**src/rtl/slr_pkg.sv**
```systemverilog
// ----------------------------------------------------------------------------
// slr_pkg
// Shared types and constants of the segment linear resampler.
// ----------------------------------------------------------------------------
package slr_pkg;

    localparam int SAMPLE_W        = 16;
    localparam int VALUE_W         = 24;
    localparam int CFG_W           = 7;
    localparam int MAX_POINTS_DEF  = 64;
    localparam int FRAC_BITS_DEF   = 8;
    localparam logic [CFG_W-1:0] TARGET_RESET = 7'd50;

    typedef logic signed [SAMPLE_W-1:0] t_sample;

    typedef struct packed {
        t_sample sample;
        logic    segment_end;
    } t_in_item;

    typedef struct packed {
        logic signed [VALUE_W-1:0] value;
        logic                      last_point;
    } t_out_item;

    typedef enum logic [3:0] {
        ST_LOAD,
        ST_BASE_GO,
        ST_BASE_WAIT,
        ST_RD_PRE,
        ST_GET_PRE,
        ST_RD_CUR,
        ST_GET_CUR,
        ST_DIV_WAIT,
        ST_EMIT
    } t_state;

endpackage

```
**src/rtl/slr_sample_mem.sv**
```systemverilog
// ----------------------------------------------------------------------------
// slr_sample_mem
// Sample store: one write port, one read port with registered read data.
// ----------------------------------------------------------------------------
module slr_sample_mem
    import slr_pkg::*;
#(
    parameter int DEPTH  = MAX_POINTS_DEF + 1,
    parameter int ADDR_W = $clog2(MAX_POINTS_DEF + 1)
) (
    input  logic              i_clk,
    input  logic              i_wr_en,
    input  logic [ADDR_W-1:0] i_wr_addr,
    input  t_sample           i_wr_data,
    input  logic              i_rd_en,
    input  logic [ADDR_W-1:0] i_rd_addr,
    output t_sample           o_rd_data
);

    t_sample r_mem [DEPTH];
    t_sample r_rd_data;

    always_ff @(posedge i_clk) begin
        if (i_wr_en) begin
            r_mem[i_wr_addr] <= i_wr_data;
        end
    end

    always_ff @(posedge i_clk) begin
        if (i_rd_en) begin
            r_rd_data <= r_mem[i_rd_addr];
        end
    end

    assign o_rd_data = r_rd_data;

endmodule

```
**src/rtl/slr_divider.sv**
```systemverilog
// ----------------------------------------------------------------------------
// slr_divider
// Unsigned restoring divider, one quotient bit per cycle.
// ----------------------------------------------------------------------------
module slr_divider
    import slr_pkg::*;
#(
    parameter int DIVIDEND_W = SAMPLE_W + FRAC_BITS_DEF,
    parameter int DIVISOR_W  = $clog2(MAX_POINTS_DEF + 1)
) (
    input  logic                  i_clk,
    input  logic                  i_rst_n,
    input  logic                  i_start,
    input  logic [DIVIDEND_W-1:0] i_dividend,
    input  logic [DIVISOR_W-1:0]  i_divisor,
    output logic                  o_done,
    output logic [DIVIDEND_W-1:0] o_quotient,
    output logic [DIVISOR_W-1:0]  o_remainder
);

    localparam int CNT_W = $clog2(DIVIDEND_W + 1);

    logic                  r_active;
    logic                  r_done;
    logic [CNT_W-1:0]      r_cnt;
    logic [DIVIDEND_W-1:0] r_quo;
    logic [DIVISOR_W-1:0]  r_rem;
    logic [DIVISOR_W-1:0]  r_div;

    logic [DIVIDEND_W-1:0] n_quo;
    logic [DIVISOR_W-1:0]  n_rem;
    logic [DIVISOR_W:0]    rem_sh;

    // The partial remainder stays below the divisor, so one extra bit holds
    // the shifted value.
    always_comb begin
        rem_sh = {r_rem, r_quo[DIVIDEND_W-1]};
        if (rem_sh >= {1'b0, r_div}) begin
            n_rem = DIVISOR_W'(rem_sh - {1'b0, r_div});
            n_quo = {r_quo[DIVIDEND_W-2:0], 1'b1};
        end else begin
            n_rem = rem_sh[DIVISOR_W-1:0];
            n_quo = {r_quo[DIVIDEND_W-2:0], 1'b0};
        end
    end

    always_ff @(posedge i_clk) begin
        if (!i_rst_n) begin
            r_active <= 1'b0;
            r_done   <= 1'b0;
            r_cnt    <= '0;
        end else begin
            r_done <= 1'b0;
            if (i_start) begin
                r_active <= 1'b1;
                r_cnt    <= CNT_W'(DIVIDEND_W);
            end else if (r_active) begin
                r_cnt <= r_cnt - CNT_W'(1);
                if (r_cnt == CNT_W'(1)) begin
                    r_active <= 1'b0;
                    r_done   <= 1'b1;
                end
            end
        end
    end

    always_ff @(posedge i_clk) begin
        if (i_start) begin
            r_quo <= i_dividend;
            r_rem <= '0;
            r_div <= i_divisor;
        end else if (r_active) begin
            r_quo <= n_quo;
            r_rem <= n_rem;
        end
    end

    assign o_done      = r_done;
    assign o_quotient  = r_quo;
    assign o_remainder = r_rem;

endmodule

```
**src/rtl/segment_linear_resampler.sv**
```systemverilog
// ----------------------------------------------------------------------------
// segment_linear_resampler
// Loading: one sample per cycle while busy is low.
// A single-sample segment reads its sample and goes straight to emitting
// its points. Otherwise the run first splits its points over the segments on
// the serial divider and reads the first sample; each segment then reads its
// end sample, divides its slope serially and emits its points, each point
// registered before it is strobed. The receiver cannot stall.
// Reset: length register 50, sample count zero; the store is not cleared.
// ----------------------------------------------------------------------------
module segment_linear_resampler
    import slr_pkg::*;
#(
    parameter int MAX_POINTS = MAX_POINTS_DEF,
    parameter int FRAC_BITS  = FRAC_BITS_DEF
) (
    input  logic             i_clk,
    input  logic             i_rst_n,
    // Sample requests.
    input  logic             start,
    output logic             busy,
    input  t_in_item         i_item,
    // Result strobe and payload.
    output logic             o_result_valid,
    output t_out_item        o_result,
    // Length register write channel.
    input  logic             i_cfg_valid,
    output logic             o_cfg_ready,
    input  logic [CFG_W-1:0] i_cfg_data
);

    // Store depth, index and count widths. A segment never has more than
    // MAX_POINTS sub-segments, so one index width serves addresses, segment
    // numbers and point counts alike.
    localparam int DEPTH = MAX_POINTS + 1;
    localparam int IW    = $clog2(MAX_POINTS + 1);
    localparam int CW    = $clog2(MAX_POINTS + 2);
    // Slope magnitude width, signed numerator width and accumulator width.
    localparam int DW    = SAMPLE_W + FRAC_BITS;
    localparam int NW    = DW + 1;
    localparam int AW    = DW + 2;
    localparam int XW    = (AW > VALUE_W) ? AW : VALUE_W;
    localparam logic signed [XW-1:0] VAL_MAX = XW'((64'sd1 <<< (VALUE_W - 1)) - 64'sd1);
    localparam logic signed [XW-1:0] VAL_MIN = -VAL_MAX - XW'(1);

    t_state               r_state, n_state;
    logic [CFG_W-1:0]     r_target;
    logic [CW-1:0]        r_count, n_count;
    logic [IW-1:0]        r_len, n_len;
    logic [IW-1:0]        r_segs, n_segs;
    logic [IW-1:0]        r_base, n_base;
    logic [IW-1:0]        r_extra, n_extra;
    logic [IW-1:0]        r_j, n_j;
    logic [IW-1:0]        r_pts, n_pts;
    logic [IW-1:0]        r_k_left, n_k_left;
    logic                 r_single, n_single;
    logic                 r_neg, n_neg;
    t_sample              r_pre, n_pre;
    t_sample              r_cur, n_cur;
    logic signed [DW:0]   r_diff, n_diff;
    logic signed [AW-1:0] r_acc, n_acc;
    logic                 r_out_valid;
    t_out_item            r_out;

    logic                 accept;
    logic                 wr_en;
    logic [CW-1:0]        count_new;
    logic [IW-1:0]        len_cap;
    logic [CW-1:0]        len_plus;
    logic [CW-1:0]        n_samples;
    logic                 rd_en;
    logic [IW-1:0]        rd_addr;
    t_sample              rd_data;
    logic                 div_start;
    logic [DW-1:0]        div_dividend;
    logic [IW-1:0]        div_divisor;
    logic                 div_done;
    logic [DW-1:0]        div_quo;
    logic [IW-1:0]        div_rem;
    logic [IW-1:0]        seg_pts;
    logic signed [NW-1:0] numer;
    logic signed [XW-1:0] acc_x;
    logic signed [VALUE_W-1:0] sat_value;
    logic                 last_pt;

    // The block takes samples only while it is not resampling.
    assign busy        = (r_state != ST_LOAD);
    assign accept      = start && !busy;
    assign o_cfg_ready = 1'b1;

    // Samples beyond the store depth can never reach the result, so they are
    // dropped and the count saturates.
    assign wr_en     = accept && (r_count < CW'(DEPTH));
    assign count_new = wr_en ? (r_count + CW'(1)) : r_count;

    // Points per run, limited to MAX_POINTS; only the first len+1 samples
    // take part in the interpolation.
    assign len_cap   = (int'(r_target) > MAX_POINTS) ? IW'(MAX_POINTS) : IW'(r_target);
    assign len_plus  = CW'(len_cap) + CW'(1);
    assign n_samples = (count_new > len_plus) ? len_plus : count_new;

    // The first extra segments each get one point more than the base share.
    assign seg_pts = r_base + IW'(r_j <= r_extra);

    // Scaled rise from the previous sample to the one just read.
    assign numer = (NW'(rd_data) - NW'(r_pre)) <<< FRAC_BITS;

    slr_sample_mem #(
        .DEPTH  (DEPTH),
        .ADDR_W (IW)
    ) u_mem (
        .i_clk     (i_clk),
        .i_wr_en   (wr_en),
        .i_wr_addr (r_count[IW-1:0]),
        .i_wr_data (i_item.sample),
        .i_rd_en   (rd_en),
        .i_rd_addr (rd_addr),
        .o_rd_data (rd_data)
    );

    // One serial divider serves both the point split of the run and the
    // slope of each segment; the two uses never overlap.
    slr_divider #(
        .DIVIDEND_W (DW),
        .DIVISOR_W  (IW)
    ) u_div (
        .i_clk       (i_clk),
        .i_rst_n     (i_rst_n),
        .i_start     (div_start),
        .i_dividend  (div_dividend),
        .i_divisor   (div_divisor),
        .o_done      (div_done),
        .o_quotient  (div_quo),
        .o_remainder (div_rem)
    );

    // Sequencer: next state, memory reads, divider requests and datapath.
    always_comb begin
        n_state      = r_state;
        n_count      = r_count;
        n_len        = r_len;
        n_segs       = r_segs;
        n_base       = r_base;
        n_extra      = r_extra;
        n_j          = r_j;
        n_pts        = r_pts;
        n_k_left     = r_k_left;
        n_single     = r_single;
        n_neg        = r_neg;
        n_pre        = r_pre;
        n_cur        = r_cur;
        n_diff       = r_diff;
        n_acc        = r_acc;
        rd_en        = 1'b0;
        rd_addr      = '0;
        div_start    = 1'b0;
        div_dividend = DW'(r_len);
        div_divisor  = r_segs;

        case (r_state)
            ST_LOAD: begin
                if (accept) begin
                    n_count = count_new;
                    if (i_item.segment_end) begin
                        // The run is closed here whatever its length.
                        n_count  = '0;
                        n_len    = len_cap;
                        n_j      = IW'(1);
                        n_single = (n_samples == CW'(1));
                        if (n_samples == CW'(1)) begin
                            n_segs = IW'(1);
                        end else begin
                            n_segs = IW'(n_samples - CW'(1));
                        end
                        if (len_cap == '0) begin
                            n_state = ST_LOAD;
                        end else if (n_samples == CW'(1)) begin
                            n_state = ST_RD_PRE;
                        end else begin
                            n_state = ST_BASE_GO;
                        end
                    end
                end
            end
            ST_BASE_GO: begin
                div_start = 1'b1;
                n_state   = ST_BASE_WAIT;
            end
            ST_BASE_WAIT: begin
                if (div_done) begin
                    n_base  = div_quo[IW-1:0];
                    n_extra = div_rem;
                    n_state = ST_RD_PRE;
                end
            end
            ST_RD_PRE: begin
                rd_en   = 1'b1;
                rd_addr = '0;
                n_state = ST_GET_PRE;
            end
            ST_GET_PRE: begin
                n_pre = rd_data;
                if (r_single) begin
                    // A lone sample is one flat segment over the whole run.
                    n_acc    = AW'(rd_data) <<< FRAC_BITS;
                    n_diff   = '0;
                    n_k_left = r_len;
                    n_state  = ST_EMIT;
                end else begin
                    n_state = ST_RD_CUR;
                end
            end
            ST_RD_CUR: begin
                rd_en   = 1'b1;
                rd_addr = r_j;
                n_state = ST_GET_CUR;
            end
            ST_GET_CUR: begin
                n_cur        = rd_data;
                n_neg        = numer[NW-1];
                n_pts        = seg_pts;
                div_start    = 1'b1;
                div_dividend = numer[NW-1] ? DW'(-numer) : DW'(numer);
                div_divisor  = seg_pts;
                n_state      = ST_DIV_WAIT;
            end
            ST_DIV_WAIT: begin
                if (div_done) begin
                    // Dividing the magnitude and restoring the sign truncates
                    // toward zero.
                    if (r_neg) begin
                        n_diff = -$signed({1'b0, div_quo});
                    end else begin
                        n_diff = $signed({1'b0, div_quo});
                    end
                    n_acc    = AW'(r_pre) <<< FRAC_BITS;
                    n_k_left = r_pts;
                    n_state  = ST_EMIT;
                end
            end
            ST_EMIT: begin
                n_acc    = r_acc + AW'(r_diff);
                n_k_left = r_k_left - IW'(1);
                if (r_k_left == IW'(1)) begin
                    if (r_j == r_segs) begin
                        n_state = ST_LOAD;
                    end else begin
                        n_pre   = r_cur;
                        n_j     = r_j + IW'(1);
                        n_state = ST_RD_CUR;
                    end
                end
            end
            default: begin
                n_state = ST_LOAD;
            end
        endcase
    end

    // Clamp the accumulated point to the signed output range.
    always_comb begin
        acc_x = XW'(r_acc);
        if (acc_x > VAL_MAX) begin
            sat_value = VAL_MAX[VALUE_W-1:0];
        end else if (acc_x < VAL_MIN) begin
            sat_value = VAL_MIN[VALUE_W-1:0];
        end else begin
            sat_value = acc_x[VALUE_W-1:0];
        end
    end

    assign last_pt = (r_j == r_segs) && (r_k_left == IW'(1));

    always_ff @(posedge i_clk) begin
        if (!i_rst_n) begin
            r_state     <= ST_LOAD;
            r_target    <= TARGET_RESET;
            r_count     <= '0;
            r_out_valid <= 1'b0;
        end else begin
            r_state     <= n_state;
            r_count     <= n_count;
            r_out_valid <= (r_state == ST_EMIT);
            if (i_cfg_valid && o_cfg_ready) begin
                r_target <= i_cfg_data;
            end
        end
    end

    always_ff @(posedge i_clk) begin
        r_len            <= n_len;
        r_segs           <= n_segs;
        r_base           <= n_base;
        r_extra          <= n_extra;
        r_j              <= n_j;
        r_pts            <= n_pts;
        r_k_left         <= n_k_left;
        r_single         <= n_single;
        r_neg            <= n_neg;
        r_pre            <= n_pre;
        r_cur            <= n_cur;
        r_diff           <= n_diff;
        r_acc            <= n_acc;
        r_out.value      <= sat_value;
        r_out.last_point <= last_pt;
    end

    assign o_result_valid = r_out_valid;
    assign o_result       = r_out;

endmodule

```
**config.mk**
```make
export PLATFORM = sky130hd
export DESIGN_NAME = segment_linear_resampler
export DESIGN_NICKNAME = d
export VERILOG_FILES = /design/src/rtl/slr_pkg.sv /design/src/rtl/slr_sample_mem.sv /design/src/rtl/slr_divider.sv /design/src/rtl/segment_linear_resampler.sv
export SDC_FILE = /design/constraint.sdc
export NUM_CORES = 2
export LEC_CHECK = 0
export BUFFER_PORTS_ARGS = -buffer_cell sky130_fd_sc_hd__buf_4
export CAP_MARGIN = 5
export CORE_ASPECT_RATIO = 1.5
export CORE_MARGIN = 2
export CORE_UTILIZATION = 27
export CTS_CLUSTER_DIAMETER = 120
export CTS_CLUSTER_SIZE = 16
export DETAILED_ROUTE_END_ITERATION = 7
export GPL_ROUTABILITY_DRIVEN = 0
export MAX_ROUTING_LAYER = met4
export PLACE_DENSITY = 0.52
export SLEW_MARGIN = 20
export SYNTH_ARGS = -nofsm -noshare
export SYNTH_HDL_FRONTEND = slang
export SYNTH_SLANG_ARGS = --single-unit
```
**constraint.sdc**
```tcl
create_clock -name i_clk -period 6.35 [get_ports i_clk]
set_input_delay 0 -clock i_clk [delete_from_list [all_inputs] [get_ports i_clk]]
set_output_delay 0 -clock i_clk [all_outputs]
set_load 0.005 [all_outputs]
```
# [After elaboration in Yosys (flattened, before gate mapping)]
# Memories as Yosys holds them, arrays and structs flattened. A register that Yosys moved wholly into a read port is not among the register bits.
# Index checks and enable logic that the tools add are counted.
[word_totals] output_inout_bits=28 register_bits=223 ram_bits=1040 romBits=0 n_memories=1 in_bits=28 word_cells=142 latchBits=0
[mem_list] name="u_mem.r_mem" words=65 width=16 rd=1 rd_clocked_by_memory_dff=1 wr=1 line_no="slr_sample_mem.sv:20" text="t_sample r_mem [DEPTH];"
[op_classes] div=0 eq_ne=19 mux=51 shifts=0 mul=0 addsub=12 magnitude_cmp=7 reduce_logical=24 bitwise_logic=2
[ops] operator="$mux W24" count=5
[ops] operator="$mux W7" count=13
[ops] operator="$pmux W26 S3" count=1
[ops] operator="$mux W25" count=3
[ops] operator="$mux W26" count=2
[ops] operator="$pmux W25 S2" count=1
[ops] operator="$pmux W4 S9" count=1
[ops] operator="$mux W16" count=2
[ops] operator="$pmux W16 S2" count=1
[ops] operator="$add A26 B25 Y26" count=1
[ops] operator="$gt A26 B24 Y1 const B" count=1
[ops] operator="$lt A26 B24 Y1 const B" count=1
[ops] operator="$neg A24 Y25" count=1
[ops] operator="$mux W4" count=6
[ops] operator="$neg A24 Y24" count=1
[ops] operator="$add A7 B1 Y7 const B" count=3
[ops] operator="$pmux W7 S3" count=1
[ops] operator="$sub A16 B16 Y17" count=1
[ops] operator="$eq A4 B3 Y1 const B" count=4
[ops] operator="$eq A7 B1 Y1 const B" count=2
[ops] operator="$pmux W7 S2" count=1
[ops] operator="$sub A7 B1 Y7 const B" count=2
[ops] operator="$reduce_and A3 Y1" count=4
[ops] operator="$mux W5" count=2
[ops] operator="other kinds (30)" count=55

# [Depth between registers and ports, before layout]
[depth] depth_word=13 ltp_mapped=22 depth_no_buf=20

# [Cells and area by module]
# Synthesis repeated with hierarchy kept, for this count alone.
[hier_totals] cells_unflattened=3239 area_unflattened_um2=53558.9
[by_module_without_submodules] mod="slr_sample_mem" seq_area_each_um2=31710.4 instances=1 area_per_inst_um2=40455.0 cells_each=1919
[by_module_without_submodules] mod="segment_linear_resampler" seq_area_each_um2=4904.7 instances=1 area_per_inst_um2=10750.3 cells_each=1127
[by_module_without_submodules] mod="slr_divider" seq_area_each_um2=1211.2 instances=1 area_per_inst_um2=2353.5 cells_each=193

# [Least setup slack after synthesis]
# OpenSTA, ideal clock, no wires.
[synth_timing] kind="register -> register" startpoint="register r_target[6]" endpoint="register r_segs[1], data pin" path_buffers=3 arrival_time_ns=4.198 setup_slack_ns=1.899 synth_period_minus_slack_ns=4.451 setup_ns=0.253 path_stages_with_launch=22 t_required_ns=6.097 cell_sequence="dfxtp_1 clkbuf_1 nand2b_1 inv_1 ha_1 nand3_1 xor2_1 nor2_1 inv_1 ha_1 a21o_1 a21o_1 a21oi_1 o22a_1 clkbuf_1 nor2_1 a21oi_1 ha_1 or3b_1 or2_1 buf_6 and2_4"
[synth_between] elab_chain_cells=6 elab_cells_between_ends=7 classes_between="add/sub (2); order compare (2); eq/ne (1); mux (2)"
[synth_rtl] item="from (decl)" line_no="segment_linear_resampler.sv:47" text="logic [CFG_W-1:0] r_target;"
[synth_rtl] item="from (signal assigned)" line_no="segment_linear_resampler.sv:285" text="r_target <= i_cfg_data;"
[synth_rtl] item="$gt A7 B7 Y1 (*)" line_no="segment_linear_resampler.sv:98" text="assign len_cap = (int'(r_target) > MAX_POINTS) ? IW'(MAX_POINTS) : IW'(r_target);"
[synth_rtl] item="$mux W7 (*)" line_no="segment_linear_resampler.sv:98"
[synth_rtl] item="via len_cap[0]" line_no="segment_linear_resampler.sv:68" text="logic [IW-1:0] len_cap;"
[synth_rtl] item="$add A7 B1 Y7 (*)" line_no="segment_linear_resampler.sv:99" text="assign len_plus = CW'(len_cap) + CW'(1);"
[synth_rtl] item="$gt A7 B7 Y1" line_no="segment_linear_resampler.sv:100" text="assign n_samples = (count_new > len_plus) ? len_plus : count_new;"
[synth_rtl] item="$mux W7 (*)" line_no="segment_linear_resampler.sv:100"
[synth_rtl] item="$sub A7 B1 Y7 or $eq A7 B1 Y1 (tied branches)" line_no="segment_linear_resampler.sv:173, segment_linear_resampler.sv:170"
[synth_rtl] item="to (signal assigned)" line_no="segment_linear_resampler.sv:292" text="r_segs <= n_segs;"
[synth_rtl] item="to (decl)" line_no="segment_linear_resampler.sv:50" text="logic [IW-1:0] r_segs, n_segs;"
# The timed path passes the listed nets; every way through them passes the cells marked *.
# A chain may end at the register's enable or synchronous reset.

# [Worst setup path after layout]
[layout_timing] startpoint="register r_state[0]" endpoint="register r_segs[1], data pin"
[layout_between] elab_chain_cells=8 elab_cells_between_ends=9 classes_between="add/sub (1); order compare (1); eq/ne (1); mux (2); reduce/logical (4)"
[layout_rtl] item="from (decl)" line_no="segment_linear_resampler.sv:46" text="t_state r_state, n_state;"
[layout_rtl] item="from (signal assigned)" line_no="segment_linear_resampler.sv:281" text="r_state <= n_state;"
[layout_rtl] item="$reduce_bool A4 Y1 (*)" line_no="segment_linear_resampler.sv:87" text="assign busy = (r_state != ST_LOAD);"
[layout_rtl] item="$logic_not A1 Y1 (*)" line_no="segment_linear_resampler.sv:88" text="assign accept = start && !busy;"
[layout_rtl] item="$logic_and A1 B1 Y1 (*)" line_no="segment_linear_resampler.sv:88"
[layout_rtl] item="$logic_and A1 B1 Y1 (*)" line_no="segment_linear_resampler.sv:93" text="assign wr_en = accept && (r_count < CW'(DEPTH));"
[layout_rtl] item="$mux W7 (*)" line_no="segment_linear_resampler.sv:94" text="assign count_new = wr_en ? (r_count + CW'(1)) : r_count;"
[layout_rtl] item="$gt A7 B7 Y1" line_no="segment_linear_resampler.sv:100"
[layout_rtl] item="$mux W7 (*)" line_no="segment_linear_resampler.sv:100"
[layout_rtl] item="$sub A7 B1 Y7 or $eq A7 B1 Y1 (tied branches)" line_no="segment_linear_resampler.sv:173, segment_linear_resampler.sv:170"
# Mark *: on every way between the ends. The rest lies on a longest branch, timed or not.

==> out/qor.csv <==
metric,value,unit
initial core utilization,27.2,%
vias per cell,5.00,
TritonCTS clock tree,built,
number of global-route vias before repair,34400,
Die Footprint,0.205,mm^2
Tmin final,5.11,ns
combinational power share,15.5,%
FP Rows,201,
area of the core,0.200,mm^2
hold_ws,0.156,ns
"Primary FF master, synth",edfxtp_1,
DRC viols,0,
worst-path maximum fanout,17,
Sink Count,1279,
M3 GR Usage,1.57,%
number of synthesized register bits,1279,
initial antenna violation count,6,
worst reg2reg path depth,15,
htree depth,3,
first-pass GRT wire length,233000,um
clock slew at reported path FFs,0.08,ns
worst reg2reg startpoint,r_state[0]$_SDFFE_PN0P_,
Psw,5020,uW
crit path to,r_segs[1]$_SDFFCE_PP0P_,
first-pass iteration count of the detailed router,5,
Starting DRT DRC Count,3170,
Worst EP required,6.83,ns
Top Usage Layer GRT,met2,
Tcrit/Tclk final,80.5,%
Worst EP arrival,5.59,ns
DP Worst Slack,1.29,ns
final wirelength,159000,um
Post-synth EDFFs,1221,
startpoint types,register,
die height,554,um
R2R setup slack,1.24,ns
fin nets,4470,
"FFs w/ async S/R, synth",0,%
routed len/inst,22.7,um
HP Class,primary input to register,
GRT overflow,0,
RSZ-0062 raised after global routing,false,
CP Capture Type,register,
placed cells,6867,
# Post-CTS Setup Buffers,0,
total power,18200,uW
clock skew,0.0209,ns
Routed Antenna Nets,0,
clock share of power,30.1,%
clock latency on the worst-skew pair,0.72,ns
Netlist cell types,89,
Yosys Warn Count,0,
# fillers,20100,
total global-route track usage,15.6,%
GRT met1 Usage,18.2,%
r2r endpoint,r_segs[1]$_SDFFCE_PP0P_,
DR vias,35100,
Setup Crit Path Kind,register to register,
switching share of power,27.5,%
Mapped Area,0.0545,mm^2
syn nets,4421,
min setup slack post-route,1.24,ns
layout cells sized above 1,8.14,%
Rel. slew slack,28.6,%
post-route insts no fill,7029,
met2 Use GR,27.3,%
sum of negative setup slack,0,ns
cell-internal power,13200,uW
Avg Inst Size Synth,12.6,um^2
Die W,371,um
"Slew Viols, Final",0,
VDD IR-drop max,0.229,mV
Final Setup Violations,0,
Lkg Pwr,0.0203,uW
largest net degree at the start of global routing,128,
Buffers on Ports,54,
register area share after synthesis,69.4,%
sequential power share,54.4,%
# IOs,56,
Layout area overhead,12.4,%
clk buf depth,3,
Max Clock Freq,0.196,GHz
final count of hold timing violations,0,
Synth Instances,4315,
outcome,"finished, final reports clean",
Slew @ Worst Pin,1.07,ns
pwr dens,297,mW/mm^2
Inserted Clock Buffers,90,
Crit. Startpoint,r_state[0]$_SDFFE_PN0P_,
post_cts resized,0,
DP HPWL,95000,um
max-cap violations,0,
Root Buffer,clkbuf_16,
metrics by stage:
step | utilization, % | instance area, um^2
floorplan | - | 54500
global placement | 29.1 | 58300
detailed placement | 29.1 | 58300
CTS | 30.6 | 61200
global route | 30.6 | 61200
finish | 30.6 | 61300
registers in the layout, indices dropped and copies added, names as in the netlist, 16 cells and up:
name / flops
r_cur: 16
r_pre: 16
o_result: 25
u_mem.o_rd_data: 16
r_diff: 25
u_mem.r_mem: 1040
acc_x: 26
u_div.o_quotient: 24
cells by family after synthesis:
| family | after synthesis | synth area share (%) |
|---|---|---|
| and+or+nand+nor | 1621 | 13.2 |
| DFF | 1279 | 69.4 |
| AOI/OAI and AO/OA | 848 | 10.4 |
| buffers and inverters | 347 | 2.43 |
| xor gates and xnor gates | 104 | 1.67 |
| adders and majority gates | 79 | 1.85 |
| muxes | 36 | 1.03 |
| other | 1 | 0.00688 |
per-layer routing:
layer / up-vias / share of wire, % / wire length (um)
met4: 0 / 3.9 / 6230
li1: 16200 / - / -
met3: 212 / 4.5 / 7240
met1: 17700 / 39 / 63000
met5: - / 0 / 0
met2: 970 / 52 / 83000
critical path, cell delays in order (launching register included):
cell and delay [ns]:
dfxtp_1 0.53, nor4_2 0.45, nand2_1 0.28, nor2_1 0.43, nand3_1 0.16, xnor2_1 0.29, ha_1 0.30, a21o_1 0.16
a21oi_1 0.36, o22a_1 0.46, nor2_1 0.07, a21oi_1 0.23, ha_1 0.20, or3b_1 0.40, or2_1 0.36, and2_4 0.20
cell usage in the layout (no fill, tap or decap), types with 17 or more instances in the layout:
master         count
edfxtp_1        1221
nand2_1          741
nand3_1          354
nor2_1           268
o21ai_0          252
buf_4            179
a21oi_1          117
clkbuf_16         92
o221ai_1          83
ha_1              75
inv_1             69
a211oi_1          63
xor2_1            59
dfxtp_1           58
a31oi_1           54
a311oi_1          48
xnor2_1           45
or3_1             44
dlygate4sd3_1     44
and3_1            43
nor2b_1           37
o22ai_1           36
o211ai_1          36
nor3_1            34
a22oi_1           24
nand2b_1          20
mux2i_1           19
a2bb2oi_1         17
power by group through the flow:
stage	Clock, uW	Sequential [uW]	Combinational [uW]
after CTS	5620	9900	2860
after global routing	5870	9940	3120
after detailed placement	0	10100	2830
after global placement	0	10100	2800
after floorplan	0	9940	1860
final	5480	9900	2830
timing repair:
item | 4_1_cts | 5_1_grt
setup endpoints to repair | 0 | 0
hold buffers | 44 | 0
hold endpoints to repair | 678 | 0
cell usage after synthesis (6+ instances only):
cell | number | area [um^2]
o211ai_1 | 36 | 270
o21ai_1 | 10 | 50.1
buf_1 | 23 | 86.3
buf_2 | 6 | 30.0
or3_1 | 45 | 282
a21o_1 | 16 | 120
xnor2_1 | 45 | 394
o221a_2 | 11 | 124
a31oi_1 | 54 | 338
nand4_1 | 7 | 43.8
nor3_1 | 36 | 180
a211oi_1 | 63 | 473
o21a_1 | 14 | 105
a221o_1 | 6 | 60.1
nand2_1 | 747 | 2800
nor4_1 | 9 | 56.3
ha_1 | 75 | 938
nor2_1 | 271 | 1020
a2bb2oi_1 | 17 | 149
nand2b_1 | 20 | 125
nand3_1 | 354 | 1770
mux4_2 | 16 | 360
a21oi_1 | 118 | 591
and3_1 | 43 | 269
and2_1 | 9 | 56.3
dfxtp_1 | 58 | 1160
a22oi_1 | 24 | 180
inv_1 | 69 | 259
o221ai_1 | 83 | 727
nor2b_1 | 37 | 231
o21ai_0 | 252 | 1260
o22ai_1 | 36 | 225
o31ai_1 | 11 | 82.6
or2_2 | 10 | 62.6
mux2i_1 | 19 | 190
edfxtp_1 | 1221 | 36700
a311oi_1 | 48 | 420
xor2_1 | 59 | 517
clkbuf_1 | 244 | 916
how the worst min path moves through the flow:
stage,from,endpoint,slack (ns),cells past startpoint
after floorplan,i_item[1],u_mem.r_mem[0][0]$_DFFE_PP_,0.1,0
after global placement,i_cfg_data[4],r_target[4]$_SDFFE_PN1P_,0.22,3
after detailed placement,i_cfg_data[4],r_target[4]$_SDFFE_PN1P_,0.24,3
after CTS,i_cfg_valid,r_target[5]$_SDFFE_PN1P_,0.09,3
after global routing,i_item[16],u_mem.r_mem[49][15]$_DFFE_PP_,0.15,2
final,i_cfg_valid,r_target[5]$_SDFFE_PN1P_,0.16,3
final cells by class:
class	count	area, um^2	share of cell area [%]
Inverter	72	273	0.445
Multi-Input combinational cell	2689	15400	25.2
Antenna cell	3	7.51	0.0123
Clock buffer	107	2360	3.85
Tap cell	2639	3300	5.39
Clock inverter	8	87.6	0.143
Timing Repair Buffer	232	1960	3.21
Sequential cell	1279	37800	61.8
No activity file was read; power rests on OpenSTA's default activity.
